## config.mk

```make
export PLATFORM = sky130hd
export DESIGN_NAME = linear_nonlinear_plant_step
export DESIGN_NICKNAME = d
export VERILOG_FILES = /design/src/lnps_pkg.sv /design/src/linear_nonlinear_plant_step.sv /design/src/lnps_mac.sv /design/src/lnps_sine.sv
export SDC_FILE = /design/constraint.sdc
export NUM_CORES = 2
export LEC_CHECK = 0
export BUFFER_PORTS_ARGS = -buffer_cell sky130_fd_sc_hd__buf_2
export CAP_MARGIN = 40
export CORE_MARGIN = 5
export CORE_UTILIZATION = 50
export DETAILED_ROUTE_END_ITERATION = 16
export PLACE_DENSITY = 0.7
export SLEW_MARGIN = 0
export SYNTH_ARGS = -nofsm -noshare
export SYNTH_HDL_FRONTEND = slang
export SYNTH_SLANG_ARGS = --single-unit
```

## constraint.sdc

```tcl
create_clock -name clk -period 8 [get_ports clk]
set_clock_uncertainty 0.15 [all_clocks]
set_input_delay 1.6 -clock clk [delete_from_list [all_inputs] [get_ports clk]]
set_output_delay 1.6 -clock clk [all_outputs]
set_load 0.05 [all_outputs]
```

## src/lnps_pkg.sv

```systemverilog
package lnps_pkg;

    // accumulator width: largest sum is a 32 x 47 bit product plus three small ones
    localparam int ACC_W = 82;
    // multiplier operand width: signed 32-bit gains and a 32-bit magnitude
    localparam int MB_W  = 33;

    localparam int NREG = 6;
    localparam int CFG_IDX_W = 3;

    typedef enum logic [CFG_IDX_W-1:0] {
        REG_LIN_GAIN_Y  = 3'd0,
        REG_LIN_GAIN_U  = 3'd1,
        REG_NON_GAIN_Y  = 3'd2,
        REG_NON_GAIN_SQ = 3'd3,
        REG_NON_GAIN_U  = 3'd4,
        REG_NON_GAIN_SIN = 3'd5
    } reg_idx_t;

    localparam logic signed [31:0] RST_LIN_GAIN_Y   = 32'sd49152;
    localparam logic signed [31:0] RST_LIN_GAIN_U   = 32'sd11796;
    localparam logic signed [31:0] RST_NON_GAIN_Y   = 32'sd49152;
    localparam logic signed [31:0] RST_NON_GAIN_SQ  = 32'sd11796;
    localparam logic signed [31:0] RST_NON_GAIN_U   = 32'sd4588;
    localparam logic signed [31:0] RST_NON_GAIN_SIN = 32'sd7864;

    // angle constants in Q5.30
    localparam logic signed [34:0] Q30_TWO_PI  = 35'sd6746518852;
    localparam logic signed [34:0] Q30_PI      = 35'sd3373259426;
    localparam logic signed [34:0] Q30_HALF_PI = 35'sd1686629713;
    localparam logic signed [33:0] Q30_GAIN    = 34'sd652032874;
    localparam logic [45:0] RED_DIV_INIT = 46'd6746518852 << 13;
    localparam int RED_STEPS = 14;

    // top level sequencer
    typedef enum logic [1:0] {
        ST_IDLE,
        ST_ISSUE,
        ST_WAIT,
        ST_DONE
    } top_state_t;

    // product sequence of one step
    typedef enum logic [2:0] {
        OP_MAG_SQ = 3'd0,
        OP_LIN_Y  = 3'd1,
        OP_LIN_U  = 3'd2,
        OP_NON_Y  = 3'd3,
        OP_NON_U  = 3'd4,
        OP_SQG    = 3'd5,
        OP_SIN    = 3'd6,
        OP_END    = 3'd7
    } op_t;

    // sine unit states
    typedef enum logic [1:0] {
        SN_IDLE,
        SN_RED,
        SN_FIX,
        SN_ROT
    } sine_state_t;

    typedef struct packed {
        logic start;
        logic clear;
        logic sub;
    } mac_ctrl_t;

    typedef struct packed {
        logic signed [31:0] val;
        logic               clip;
    } rnd_t;

    // round half up to Q16.16 and saturate to 32 bits
    function automatic rnd_t round_sat(input logic signed [ACC_W-1:0] acc);
        logic signed [ACC_W-1:0] t;
        logic signed [ACC_W-17:0] v;
        rnd_t r;
        t = acc + ACC_W'(32768);
        v = t[ACC_W-1:16];
        if (v[ACC_W-17:31] == '0 || v[ACC_W-17:31] == '1)
        begin
            r.val  = v[31:0];
            r.clip = 1'b0;
        end
        else if (v[ACC_W-17])
        begin
            r.val  = 32'sh8000_0000;
            r.clip = 1'b1;
        end
        else
        begin
            r.val  = 32'sh7fff_ffff;
            r.clip = 1'b1;
        end
        return r;
    endfunction

    // arctan(2^-i) in unsigned Q1.30
    function automatic logic [30:0] atan_q30(input logic [4:0] i);
        logic [30:0] r;
        case (i)
            5'd0:  r = 31'd843314857;
            5'd1:  r = 31'd497837829;
            5'd2:  r = 31'd263043837;
            5'd3:  r = 31'd133525159;
            5'd4:  r = 31'd67021687;
            5'd5:  r = 31'd33543516;
            5'd6:  r = 31'd16775851;
            5'd7:  r = 31'd8388437;
            5'd8:  r = 31'd4194283;
            5'd9:  r = 31'd2097149;
            5'd10: r = 31'd1048576;
            5'd11: r = 31'd524288;
            5'd12: r = 31'd262144;
            5'd13: r = 31'd131072;
            5'd14: r = 31'd65536;
            5'd15: r = 31'd32768;
            5'd16: r = 31'd16384;
            5'd17: r = 31'd8192;
            5'd18: r = 31'd4096;
            5'd19: r = 31'd2048;
            5'd20: r = 31'd1024;
            5'd21: r = 31'd512;
            5'd22: r = 31'd256;
            5'd23: r = 31'd128;
            5'd24: r = 31'd64;
            5'd25: r = 31'd32;
            5'd26: r = 31'd16;
            5'd27: r = 31'd8;
            5'd28: r = 31'd4;
            5'd29: r = 31'd2;
            default: r = 31'd0;
        endcase
        return r;
    endfunction

endpackage

```

## src/linear_nonlinear_plant_step.sv

```systemverilog
// channel | dir | handshake               | payload
// input   | in  | in_valid / in_stall     | drive
// output  | out | out_valid / out_stall   | linear_out, nonlinear_out, saturated
// config  | in  | cfg_valid / cfg_ready   | cfg_index, cfg_data
// one request at a time; each product runs on a bit-serial multiplier with a 33-bit multiplier operand;
// seven products per request,
// four products on the first step after reset
// the sine unit (restoring reduction, fold, then CORDIC rotations) runs alongside
// reset restores the gains and clears all histories; output stall holds the result
module linear_nonlinear_plant_step #(
    parameter int CORDIC_STEPS = 16
) (
    input  logic                          clk,
    input  logic                          rst_n,
    input  logic                          in_valid,
    output logic                          in_stall,
    input  logic signed [31:0]            drive,
    output logic                          out_valid,
    input  logic                          out_stall,
    output logic signed [31:0]            linear_out,
    output logic signed [31:0]            nonlinear_out,
    output logic                          saturated,
    input  logic                          cfg_valid,
    output logic                          cfg_ready,
    input  logic [lnps_pkg::CFG_IDX_W-1:0] cfg_index,
    input  logic [31:0]                   cfg_data
);
    import lnps_pkg::*;

    top_state_t state_reg, state_next;
    op_t        op_reg, op_next;

    logic signed [31:0] gain_reg [NREG];
    logic signed [31:0] lin_prev_reg, non_prev_reg, non_prev2_reg, drive_prev_reg;
    logic signed [31:0] u_reg;
    logic               started_reg;
    logic [46:0]        sq_reg;
    logic signed [31:0] lin_res_reg;
    logic               lin_clip_reg;
    logic               out_valid_reg;
    logic signed [31:0] lin_out_reg, non_out_reg;
    logic               sat_reg;

    mac_ctrl_t          mac_ctrl;
    logic signed [ACC_W-1:0] mac_a, mac_acc;
    logic signed [MB_W-1:0]  mac_b;
    logic               mac_done;
    logic               sin_done;
    logic signed [17:0] sin_val;
    logic               in_acc, out_acc, finish;
    logic [31:0]        np2_mag;
    logic [ACC_W-1:0]   sq_sum;
    rnd_t               rnd;

    assign in_acc   = in_valid && !in_stall;
    assign out_acc  = out_valid_reg && !out_stall;
    assign finish   = (state_reg == ST_DONE) && !(out_valid_reg && out_stall);
    assign np2_mag  = non_prev2_reg[31] ? 32'(-non_prev2_reg) : non_prev2_reg;
    assign sq_sum   = mac_acc + ACC_W'(32768);
    assign rnd      = round_sat(mac_acc);

    lnps_mac u_mac (
        .clk  (clk),
        .rst_n(rst_n),
        .ctrl (mac_ctrl),
        .a    (mac_a),
        .b    (mac_b),
        .done (mac_done),
        .acc  (mac_acc)
    );

    lnps_sine #(
        .CORDIC_STEPS(CORDIC_STEPS)
    ) u_sine (
        .clk   (clk),
        .rst_n (rst_n),
        .start (in_acc),
        .angle (drive_prev_reg),
        .done  (sin_done),
        .result(sin_val)
    );

    // next state
    always_comb
    begin
        state_next = state_reg;
        op_next    = op_reg;
        case (state_reg)
            ST_IDLE:
            begin
                if (in_acc)
                begin
                    state_next = ST_ISSUE;
                    op_next    = started_reg ? OP_MAG_SQ : OP_LIN_Y;
                end
            end
            ST_ISSUE:
            begin
                if (op_reg != OP_SIN || sin_done)
                begin
                    state_next = ST_WAIT;
                end
            end
            ST_WAIT:
            begin
                if (mac_done)
                begin
                    if (op_reg == OP_SIN || (op_reg == OP_NON_U && !started_reg))
                    begin
                        state_next = ST_DONE;
                        op_next    = OP_END;
                    end
                    else
                    begin
                        state_next = ST_ISSUE;
                        op_next    = op_t'(op_reg + 3'd1);
                    end
                end
            end
            ST_DONE:
            begin
                if (finish)
                begin
                    state_next = ST_IDLE;
                end
            end
            default:
            begin
                state_next = ST_IDLE;
            end
        endcase
    end

    // outputs: multiplier requests and operand select
    always_comb
    begin
        mac_ctrl = '0;
        mac_a    = '0;
        mac_b    = '0;
        if (state_reg == ST_ISSUE && (op_reg != OP_SIN || sin_done))
        begin
            mac_ctrl.start = 1'b1;
        end
        case (op_reg)
            OP_MAG_SQ:
            begin
                mac_ctrl.clear = 1'b1;
                mac_a = ACC_W'(np2_mag);
                mac_b = {1'b0, np2_mag};
            end
            OP_LIN_Y:
            begin
                mac_ctrl.clear = 1'b1;
                mac_a = ACC_W'(lin_prev_reg);
                mac_b = MB_W'(gain_reg[REG_LIN_GAIN_Y]);
            end
            OP_LIN_U:
            begin
                mac_a = ACC_W'(u_reg);
                mac_b = MB_W'(gain_reg[REG_LIN_GAIN_U]);
            end
            OP_NON_Y:
            begin
                mac_ctrl.clear = 1'b1;
                mac_a = ACC_W'(non_prev_reg);
                mac_b = MB_W'(gain_reg[REG_NON_GAIN_Y]);
            end
            OP_NON_U:
            begin
                mac_a = ACC_W'(u_reg);
                mac_b = MB_W'(gain_reg[REG_NON_GAIN_U]);
            end
            OP_SQG:
            begin
                mac_ctrl.sub = 1'b1;
                mac_a = ACC_W'(sq_reg);
                mac_b = MB_W'(gain_reg[REG_NON_GAIN_SQ]);
            end
            OP_SIN:
            begin
                mac_a = ACC_W'(sin_val);
                mac_b = MB_W'(gain_reg[REG_NON_GAIN_SIN]);
            end
            default:
            begin
                mac_a = '0;
            end
        endcase
    end

    // control state, gains and histories
    always_ff @(posedge clk or negedge rst_n)
    begin
        if (!rst_n)
        begin
            state_reg      <= ST_IDLE;
            op_reg         <= OP_END;
            out_valid_reg  <= 1'b0;
            started_reg    <= 1'b0;
            lin_prev_reg   <= '0;
            non_prev_reg   <= '0;
            non_prev2_reg  <= '0;
            drive_prev_reg <= '0;
            gain_reg[REG_LIN_GAIN_Y]   <= RST_LIN_GAIN_Y;
            gain_reg[REG_LIN_GAIN_U]   <= RST_LIN_GAIN_U;
            gain_reg[REG_NON_GAIN_Y]   <= RST_NON_GAIN_Y;
            gain_reg[REG_NON_GAIN_SQ]  <= RST_NON_GAIN_SQ;
            gain_reg[REG_NON_GAIN_U]   <= RST_NON_GAIN_U;
            gain_reg[REG_NON_GAIN_SIN] <= RST_NON_GAIN_SIN;
        end
        else
        begin
            state_reg <= state_next;
            op_reg    <= op_next;
            if (cfg_valid && cfg_ready && cfg_index < CFG_IDX_W'(NREG))
            begin
                gain_reg[cfg_index] <= cfg_data;
            end
            if (finish)
            begin
                out_valid_reg  <= 1'b1;
                started_reg    <= 1'b1;
                lin_prev_reg   <= lin_res_reg;
                non_prev_reg   <= rnd.val;
                non_prev2_reg  <= non_prev_reg;
                drive_prev_reg <= u_reg;
            end
            else if (out_acc)
            begin
                out_valid_reg <= 1'b0;
            end
        end
    end

    // payload captures
    always_ff @(posedge clk)
    begin
        if (in_acc)
        begin
            u_reg <= drive;
        end
        if (state_reg == ST_WAIT && mac_done && op_reg == OP_MAG_SQ)
        begin
            sq_reg <= sq_sum[62:16];
        end
        if (state_reg == ST_WAIT && mac_done && op_reg == OP_LIN_U)
        begin
            lin_res_reg  <= rnd.val;
            lin_clip_reg <= rnd.clip;
        end
        if (finish)
        begin
            lin_out_reg <= lin_res_reg;
            non_out_reg <= rnd.val;
            sat_reg     <= lin_clip_reg | rnd.clip;
        end
    end

    assign in_stall      = (state_reg != ST_IDLE);
    assign cfg_ready     = 1'b1;
    assign out_valid     = out_valid_reg;
    assign linear_out    = lin_out_reg;
    assign nonlinear_out = non_out_reg;
    assign saturated     = sat_reg;

    a_accept_issue: assert property (@(posedge clk) disable iff (!rst_n)
        in_acc |=> state_reg == ST_ISSUE && (op_reg == OP_MAG_SQ || op_reg == OP_LIN_Y))
        else $error("request did not start the product sequence");
    a_first_step: assert property (@(posedge clk) disable iff (!rst_n)
        state_reg == ST_ISSUE && !started_reg |-> op_reg != OP_SQG && op_reg != OP_SIN
        && op_reg != OP_MAG_SQ)
        else $error("history terms used on first step");
    a_finish_out: assert property (@(posedge clk) disable iff (!rst_n)
        finish |=> out_valid_reg && started_reg && state_reg == ST_IDLE)
        else $error("finished step not presented");
    a_sin_ready: assert property (@(posedge clk) disable iff (!rst_n)
        mac_ctrl.start && op_reg == OP_SIN |-> sin_done)
        else $error("sine used before ready");

endmodule

```

## src/lnps_mac.sv

```systemverilog
module lnps_mac (
    input  logic                              clk,
    input  logic                              rst_n,
    input  lnps_pkg::mac_ctrl_t               ctrl,
    input  logic signed [lnps_pkg::ACC_W-1:0] a,
    input  logic signed [lnps_pkg::MB_W-1:0]  b,
    output logic                              done,
    output logic signed [lnps_pkg::ACC_W-1:0] acc
);
    import lnps_pkg::*;

    localparam int CNT_W = $clog2(MB_W);

    logic signed [ACC_W-1:0] a_sh_reg, a_sh_next;
    logic signed [MB_W-1:0]  b_sh_reg, b_sh_next;
    logic signed [ACC_W-1:0] acc_reg, acc_next;
    logic [CNT_W-1:0]        cnt_reg, cnt_next;
    logic                    busy_reg, busy_next;
    logic                    sub_reg, sub_next;
    logic signed [ACC_W-1:0] term;
    logic                    last;

    // one multiplier bit per cycle, lsb first, sign bit weighs negative
    always_comb
    begin
        a_sh_next = a_sh_reg;
        b_sh_next = b_sh_reg;
        acc_next  = acc_reg;
        cnt_next  = cnt_reg;
        busy_next = busy_reg;
        sub_next  = sub_reg;
        last      = (cnt_reg == CNT_W'(MB_W - 1));
        term      = b_sh_reg[0] ? a_sh_reg : '0;
        if (ctrl.start)
        begin
            a_sh_next = a;
            b_sh_next = b;
            cnt_next  = '0;
            busy_next = 1'b1;
            sub_next  = ctrl.sub;
            if (ctrl.clear)
            begin
                acc_next = '0;
            end
        end
        else if (busy_reg)
        begin
            acc_next  = (last ^ sub_reg) ? acc_reg - term : acc_reg + term;
            a_sh_next = a_sh_reg <<< 1;
            b_sh_next = b_sh_reg >>> 1;
            cnt_next  = cnt_reg + 1'b1;
            if (last)
            begin
                busy_next = 1'b0;
            end
        end
    end

    // control state
    always_ff @(posedge clk or negedge rst_n)
    begin
        if (!rst_n)
        begin
            busy_reg <= 1'b0;
            cnt_reg  <= '0;
        end
        else
        begin
            busy_reg <= busy_next;
            cnt_reg  <= cnt_next;
        end
    end

    // datapath
    always_ff @(posedge clk)
    begin
        a_sh_reg <= a_sh_next;
        b_sh_reg <= b_sh_next;
        acc_reg  <= acc_next;
        sub_reg  <= sub_next;
    end

    assign done = !busy_reg;
    assign acc  = acc_reg;

    // start pulse runs the unit
    a_start_busy: assert property (@(posedge clk) disable iff (!rst_n)
        ctrl.start |=> busy_reg && cnt_reg == '0)
        else $error("mac did not start");
    a_cnt_range: assert property (@(posedge clk) disable iff (!rst_n)
        busy_reg |-> cnt_reg <= CNT_W'(MB_W - 1))
        else $error("mac bit count out of range");
    a_idle_hold: assert property (@(posedge clk) disable iff (!rst_n)
        !busy_reg && !ctrl.start |=> !busy_reg)
        else $error("mac busy without start");

endmodule

```

## src/lnps_sine.sv

```systemverilog
module lnps_sine #(
    parameter int CORDIC_STEPS = 16
) (
    input  logic               clk,
    input  logic               rst_n,
    input  logic               start,
    input  logic signed [31:0] angle,
    output logic               done,
    output logic signed [17:0] result
);
    import lnps_pkg::*;

    localparam int IW = $clog2(CORDIC_STEPS);
    localparam int KW = $clog2(RED_STEPS);

    sine_state_t state_reg, state_next;
    logic [45:0]       rem_reg, rem_next;
    logic [45:0]       div_reg, div_next;
    logic              neg_reg, neg_next;
    logic [KW-1:0]     k_reg, k_next;
    logic [IW-1:0]     i_reg, i_next;
    logic signed [33:0] x_reg, x_next;
    logic signed [33:0] y_reg, y_next;
    logic signed [34:0] z_reg, z_next;

    logic [31:0]        mag;
    logic signed [34:0] r_s, z0, z1, z2, at;
    logic signed [33:0] xs, ys;
    logic signed [33:0] y_rnd;
    logic signed [19:0] y_q16;

    assign mag = angle[31] ? 32'(-angle) : angle;

    // next state
    always_comb
    begin
        state_next = state_reg;
        case (state_reg)
            SN_IDLE:
            begin
                if (start)
                begin
                    state_next = SN_RED;
                end
            end
            SN_RED:
            begin
                if (k_reg == KW'(RED_STEPS - 1))
                begin
                    state_next = SN_FIX;
                end
            end
            SN_FIX:
            begin
                state_next = SN_ROT;
            end
            SN_ROT:
            begin
                if (i_reg == IW'(CORDIC_STEPS - 1))
                begin
                    state_next = SN_IDLE;
                end
            end
            default:
            begin
                state_next = SN_IDLE;
            end
        endcase
    end

    // datapath: restoring reduction, then fold, then rotations
    always_comb
    begin
        rem_next = rem_reg;
        div_next = div_reg;
        neg_next = neg_reg;
        k_next   = k_reg;
        i_next   = i_reg;
        x_next   = x_reg;
        y_next   = y_reg;
        z_next   = z_reg;
        r_s = 35'(rem_reg[33:0]);
        z0  = (neg_reg && rem_reg != '0) ? Q30_TWO_PI - r_s : r_s;
        z1  = (z0 > Q30_PI) ? z0 - Q30_TWO_PI : z0;
        if (z1 > Q30_HALF_PI)
        begin
            z2 = Q30_PI - z1;
        end
        else if (z1 < -Q30_HALF_PI)
        begin
            z2 = -Q30_PI - z1;
        end
        else
        begin
            z2 = z1;
        end
        at = 35'(atan_q30(5'(i_reg)));
        xs = x_reg >>> i_reg;
        ys = y_reg >>> i_reg;
        case (state_reg)
            SN_IDLE:
            begin
                if (start)
                begin
                    rem_next = {mag, 14'd0};
                    div_next = RED_DIV_INIT;
                    neg_next = angle[31];
                    k_next   = '0;
                end
            end
            SN_RED:
            begin
                if (rem_reg >= div_reg)
                begin
                    rem_next = rem_reg - div_reg;
                end
                div_next = div_reg >> 1;
                k_next   = k_reg + 1'b1;
            end
            SN_FIX:
            begin
                z_next = z2;
                x_next = Q30_GAIN;
                y_next = '0;
                i_next = '0;
            end
            SN_ROT:
            begin
                if (!z_reg[34])
                begin
                    x_next = x_reg - ys;
                    y_next = y_reg + xs;
                    z_next = z_reg - at;
                end
                else
                begin
                    x_next = x_reg + ys;
                    y_next = y_reg - xs;
                    z_next = z_reg + at;
                end
                i_next = i_reg + 1'b1;
            end
            default:
            begin
                k_next = '0;
            end
        endcase
    end

    always_ff @(posedge clk or negedge rst_n)
    begin
        if (!rst_n)
        begin
            state_reg <= SN_IDLE;
            k_reg     <= '0;
            i_reg     <= '0;
        end
        else
        begin
            state_reg <= state_next;
            k_reg     <= k_next;
            i_reg     <= i_next;
        end
    end

    always_ff @(posedge clk)
    begin
        rem_reg <= rem_next;
        div_reg <= div_next;
        neg_reg <= neg_next;
        x_reg   <= x_next;
        y_reg   <= y_next;
        z_reg   <= z_next;
    end

    // round Q30 to Q16 and clamp to [-1, 1]
    always_comb
    begin
        y_rnd = y_reg + 34'sd8192;
        y_q16 = y_rnd[33:14];
        if (y_q16 > 20'sd65536)
        begin
            result = 18'sd65536;
        end
        else if (y_q16 < -20'sd65536)
        begin
            result = -18'sd65536;
        end
        else
        begin
            result = y_q16[17:0];
        end
    end

    assign done = (state_reg == SN_IDLE);

    a_red_len: assert property (@(posedge clk) disable iff (!rst_n)
        state_reg == SN_RED && k_reg == KW'(RED_STEPS - 1) |=> state_reg == SN_FIX)
        else $error("reduction length wrong");
    a_rot_start: assert property (@(posedge clk) disable iff (!rst_n)
        state_reg == SN_FIX |=> state_reg == SN_ROT && i_reg == '0)
        else $error("rotation did not start");
    a_rem_range: assert property (@(posedge clk) disable iff (!rst_n)
        state_reg == SN_FIX |-> rem_reg < 46'd6746518852)
        else $error("reduction left remainder too large");

endmodule
```

; Yosys cells after proc, flatten, opt, wreduce, memory -nomap -nowiden
; Memory sizes are Yosys's and may differ from the RTL's.
; Cells that the tools add are included.
[totals]
memories = 1
romBits = 480
register_bits = 915
output_inout_bits = 68
inputBits = 72
[memory_table]
columns = memory, words, width, rd, rd_clocked_by_memory_dff, write_ports, line
row1 = (no name shown), 16, 30, 1, 0, 0, lnps_pkg.sv:102  ; case (i)
[classes]
mux = 62
n_addsub = 21
n_eq_ne = 26
order_cmp = 9
bitwise_logic = 3
shift = 2
reduce_logical = 40
[ops]
columns = operator, n
row1 = 82-bit 2-to-1 mux, 7
row2 = 82-bit case mux with 6 select lines, 1
row3 = 33-bit case mux with 7 select lines, 1
row4 = 192-bit bitwise mux, 1
row5 = 46-bit case mux with 2 select lines, 2
row6 = 35-bit 2-to-1 mux, 5
row7 = 46-bit 2-to-1 mux, 3
row8 = 34-bit case mux with 2 select lines, 2
row9 = 32-bit 2-to-1 mux, 4
row10 = 33-bit 2-to-1 mux, 3
row11 = 32-bit demux with 3-bit select, 1
row12 = "82-bit by 17-bit adder with 82-bit output, second input constant", 1
row13 = 82-bit adder, 1
row14 = 82-bit subtractor, 1
row15 = 35-bit case mux with 2 select lines, 1
row16 = "33-bit by 35-bit subtractor with 35-bit output, first input constant", 2
row17 = 34-bit adder, 2
row18 = 34-bit 2-to-1 mux, 2
row19 = 34-bit by 4-bit >>> shifter with 34-bit output, 2
row20 = 34-bit subtractor, 2
row21 = 32-bit negation, 2
row22 = 46-bit greater-or-equal comparator, 1
row23 = 46-bit nonzero test, 1
row24 = 46-bit subtractor, 1
row25 = 51 further kinds, 114

; Depth between registers and ports, before layout
[logic_depth]
depth_word = 9
mapped_depth = 38
depth_no_buf = 31

; Modules after synthesis
; Synthesis repeated with hierarchy kept, for this count alone.
[unflattened]
hier_cells = 7137
area_unflattened_um2 = 66311.1
[modules_own_cells]
columns = mod, instances, seq_area_each_um2, cells_each, area_per_inst_um2
row1 = lnps_sine, 1, 6135.9, 3380, 27087.2
row2 = linear_nonlinear_plant_step, 1, 13540.5, 2023, 23223.5
row3 = lnps_mac, 1, 6120.9, 1734, 16000.3

; Worst setup path after synthesis
; No wires, ideal clock.
[synth_timing]
kind = reg-to-reg
startpoint = register u_mac.b_sh_reg[0]
endpoint = register u_mac.acc_reg[76], in the netlist u_mac.acc[76] (data pin)
setup_ns = 0.263
path_buffers = 7
required_ns = 7.587
arrival_ns = 7.996
stages_incl_launch_ff = 38
setup_slack_ns = -0.409
cell_sequence = edfxtp_1 > clkbuf_1 > clkbuf_1 > clkbuf_1 > clkbuf_1 > clkbuf_1 > clkbuf_1 > nand2_1 > ha_1 > nand2_1 > a21o_1 > o21bai_1 > nand2b_1 > nand2b_1 > nand2b_1 > nand2b_1 > o21bai_1 > a21oi_1 > [2 not listed] > nand3_1 > ha_1 > inv_1 > o21bai_1 > a21oi_1 > o2bb2ai_1 > o211a_1 > o41a_1 > o31a_1 > a221o_1 > a211o_1 > a21oi_1 > o21ai_0 > a21o_1 > a31o_2 > o31ai_1 > a21boi_0 > mux2i_1
[synth_between]
elab_chain_len = 5
word_cells_on_any_way = 6
cone_classes = add/sub: 2 / mux: 4
[synth_rtl]
columns = element, line
row1 = from (decl), lnps_mac.sv:15  ; logic signed [MB_W-1:0] b_sh_reg, b_sh_next;
row2 = from (signal assigned), lnps_mac.sv:78  ; b_sh_reg <= b_sh_next;
row3 = 82-bit 2-to-1 mux (*), lnps_mac.sv:33  ; term = b_sh_reg[0] ? a_sh_reg : '0;
row4 = 82-bit adder or 82-bit subtractor (tied branches), lnps_mac.sv:48  ; acc_next = (last ^ sub_reg) ? acc_reg - term : acc_reg + term;
row5 = 82-bit 2-to-1 mux (*), lnps_mac.sv:48
row6 = 82-bit 2-to-1 mux (*), lnps_mac.sv:46  ; else if (busy_reg)
row7 = 82-bit 2-to-1 mux (*), lnps_mac.sv:34  ; if (ctrl.start)
row8 = to (signal assigned), lnps_mac.sv:79  ; acc_reg <= acc_next;
row9 = to (decl), lnps_mac.sv:16  ; logic signed [ACC_W-1:0] acc_reg, acc_next;
; Every way passes the cells marked *; elsewhere a longest branch is shown, timed or not. The select of a mux whose other input is x is not followed.
; A chain may end at the register's enable or synchronous reset.

; Final worst setup path
[layout_timing]
startpoint = register u_sine.rem_reg[0]
endpoint = register u_sine.z_reg[31] (data pin)
[layout_between]
elab_chain_len = 9
word_cells_on_any_way = 14
cone_classes = add/sub: 4 / order compare: 3 / mux: 5 / reduce/logical: 2
[layout_rtl]
columns = element, line
row1 = from (decl), lnps_sine.sv:17  ; logic [45:0] rem_reg, rem_next;
row2 = from (signal assigned), lnps_sine.sv:168  ; rem_reg <= rem_next;
row3 = branches (longest 2 deep; another with 33-bit by 34-bit subtractor with 35-bit output), n/a
row4 = 35-bit 2-to-1 mux (*), lnps_sine.sv:83  ; z0 = (neg_reg && rem_reg != '0) ? Q30_TWO_PI - r_s : r_s;
row5 = 35-bit by 34-bit subtractor with 35-bit output or 35-bit by 33-bit greater-than comparator with 1-bit output (tied branches), lnps_sine.sv:84  ; z1 = (z0 > Q30_PI) ? z0 - Q30_TWO_PI : z0;
row6 = 35-bit 2-to-1 mux (*), lnps_sine.sv:84
row7 = 33-bit by 35-bit subtractor with 35-bit output or 35-bit by 32-bit < comparator with 1-bit output (tied branches), "lnps_sine.sv:91, lnps_sine.sv:89"
row8 = 35-bit 2-to-1 mux, lnps_sine.sv:89  ; else if (z1 < -Q30_HALF_PI)
row9 = 35-bit 2-to-1 mux (*), lnps_sine.sv:85  ; if (z1 > Q30_HALF_PI)
row10 = 35-bit case mux with 2 select lines (*), lnps_sine.sv:100  ; case (state_reg)
row11 = via u_sine.z_next[31], lnps_sine.sv:24  ; logic signed [34:0] z_reg, z_next;
row12 = to (signal assigned), lnps_sine.sv:173  ; z_reg <= z_next;
row13 = to (decl), lnps_sine.sv:24
; Mark *: on every way through the listed nets, which the timed path passes.

==> results.cfg <==
[status]
status = finished clean

[worst_setup_path]
cp_slowest_cell = or4_1
path_max_fanout = 28
rrSetupSlack_ns = 0.38
start_kind = register
critical-path-top-delay-family = simple AND/OR/NAND/NOR gates
crit_required_ns = 8.28
path_cells = inv_1, ha_1, nor4b_1, nand4_1, or4_1, nand2_1, o21ai_0, a2111oi_4, nand4_2, o211ai_2, nand2_2, or4b_1, xnor2_1, or4b_4, o41a_1, o211a_2, o311a_1, a221oi_2, o21ai_1
cp_num_buf_inv = 1
arrival_ns = 7.90
path_class = reg2reg
critical_path.max_stage_delay_ns = 0.67
cp-end-kind = register

[sta]
hold_viol_final = 0
period_needed_ns = 7.62
setup_viol = 0
rsz0062_at_grt = false
slew-limit-headroom_pct = 34.9
worst_slack_ns = 0.379
finalSetupTns_ns = 0
period_share_pct = 95.3
slew_violations = 0
holdWs_ns = 0.268
fmax_mhz = 131
worst_slew_pin_slew_ns = 0.977

[layout]
area_delta_synth_final_pct = 9.92
fillers = 10900
final_cells = 8242
largest_register_ffs = 192
layout-drive-gt1-share_pct = 15.4
nNetsFinal = 6836

[floorplan]
fp-row-count = 130
die_w_um = 365
fp.dieH_um = 365
core-area_um2 = 126000
pin_count = 140
initial_core_util_pct = 50.2
die_area_um2 = 133000

[drt]
wl_per_cell_um = 23.0
vias = 52400
totalWireLength_um = 190000
routed_via_density = 6.36
dr.pass1.iters = 10
postRouteAntennaNets = 0
drtIter0Drc = 5489
drc = 0

[synth]
async_flop_share_pct = 37.6
yosys_warnings = 0
yosysTopAreaCell = edfxtp_1
avgSynthCellArea_um2 = 9.75
synth-seq-cells = 915
synth.most_common_cell = nand2_1
syn-instance-count = 6470
ys_seq_area_share_pct = 40.9
synth_edf_count = 571
netlist_top_cells_area = edfxtp_1, dfrtp_1, mux2_2
synth_nets = 6805
synth_flop_cell = edfxtp_1
synth_common_cells = nand2_1, edfxtp_1, nor2_1, a21oi_1, mux2_2
yosysUniqueCellTypes = 105
synth_top_cell_area_share_pct = 27.2
netlist_area_um2 = 63100

[place]
place_hpwl_um = 138000
port_buffers = 138
dp.cells = 8045
gp_congestion = 0.986
pre_cts_ws_ns = 0.263

[cts]
clock-root-buffer = clkbuf_16
clock_path_buffers = 3
htreeDepth = 3
cts_tree = done
path_clk_slew_ns = 0.06
cts_inserted_buffers = 101
clk_latency_ns = 0.72
clock-sinks = 915
postCtsHoldBufs = 0

[global_routing]
grt_usage_pct = 27.6
grt_pass1_vias = 49500
antenna_found_initial = 10
grt_pass1_wl_um = 291000
grt-ovfl-total = 0
grt_start_max_net_pins = 183

[run]
drv_cap = 0

[worst_hold_path]
hold_path_class = reg2reg
==> final timing paths <==
| path | startpoint | endpoint | cells past startpoint |
|---|---|---|---|
| worst max-delay path | u_sine.rem_reg[0]$_SDFFCE_PN0P_ | u_sine.z_reg[31]$_DFFE_PP_ | 19 |
| worst min-delay path | lin_res_reg[21]$_DFFE_PP_ | linear_out[21]$_DFFE_PP_ | 0 |
| worst max register to register | u_sine.rem_reg[0]$_SDFFCE_PN0P_ | u_sine.z_reg[31]$_DFFE_PP_ | 19 |
| worst min register to register | lin_res_reg[21]$_DFFE_PP_ | linear_out[21]$_DFFE_PP_ | 0 |
| max in group asynchronous | rst_n | lin_prev_reg[21]$_DFFE_PN0P_ | 2 |
| min in group asynchronous | rst_n | gain_reg[133]$_DFFE_PN0P_ | 1 |
==> area by class of cell <==
class / count / area (um2) / share of cell area [%]
tap: 1650 / 2060 / 2.98
sequential: 915 / 25800 / 37.2
antenna: 2 / 5.00 / 0.00722
multi-input combinational: 5022 / 35500 / 51.1
timing repair buffer: 261 / 1800 / 2.59
inverter: 200 / 753 / 1.09
clock buffer: 143 / 2990 / 4.32
clock inverter: 49 / 465 / 0.671
==> metrics by stage <==
stage / util, % / cell area [um2]
4_1_cts: 55.2 / 69300
5_1_grt: 55.2 / 69300
3_3_place_gp: 52.3 / 65700
2_1_floorplan: - / 63100
3_5_place_dp: 52.4 / 65800
6_report: 55.2 / 69300
==> repair_timing <==
item | CTS | global route
setup buffers | 0 | 3
resized for setup | 0 | 9
endpoints found under the setup margin | 0 | 15
==> layout by cell type (no fill, tap or decap), types with 214 or more instances in the layout <==
cell type    n
a21oi_1    377
dfrtp_1    306
edfxtp_1   571
ha_1       252
mux2_2     380
nand2_1    654
nor2_1     525
o21ai_0    293
xnor2_1    308
xor2_1     214
==> metal layers <==
layer | share of wire [%] | vias to the layer above | global-route usage (%)
li1 | - | 24300 | -
met1 | 43 | 25700 | 37.9
met2 | 46 | 2080 | 44.4
met3 | 7.2 | 349 | 3.83
met4 | 4.2 | 2 | 11.2
met5 | 0.010 | - | 0
==> cell families after synthesis <==
logic type	share of synthesized area [%]
compound gates	18.0
flops	40.9
fa+ha+maj	5.28
mux	9.52
buf+inv	3.23
xor+xnor	7.30
other cells	0.00594
simple gates	15.7
Power is not shown: default switching activity piles up to over one toggle a cycle in this logic, so the estimate is an artifact.
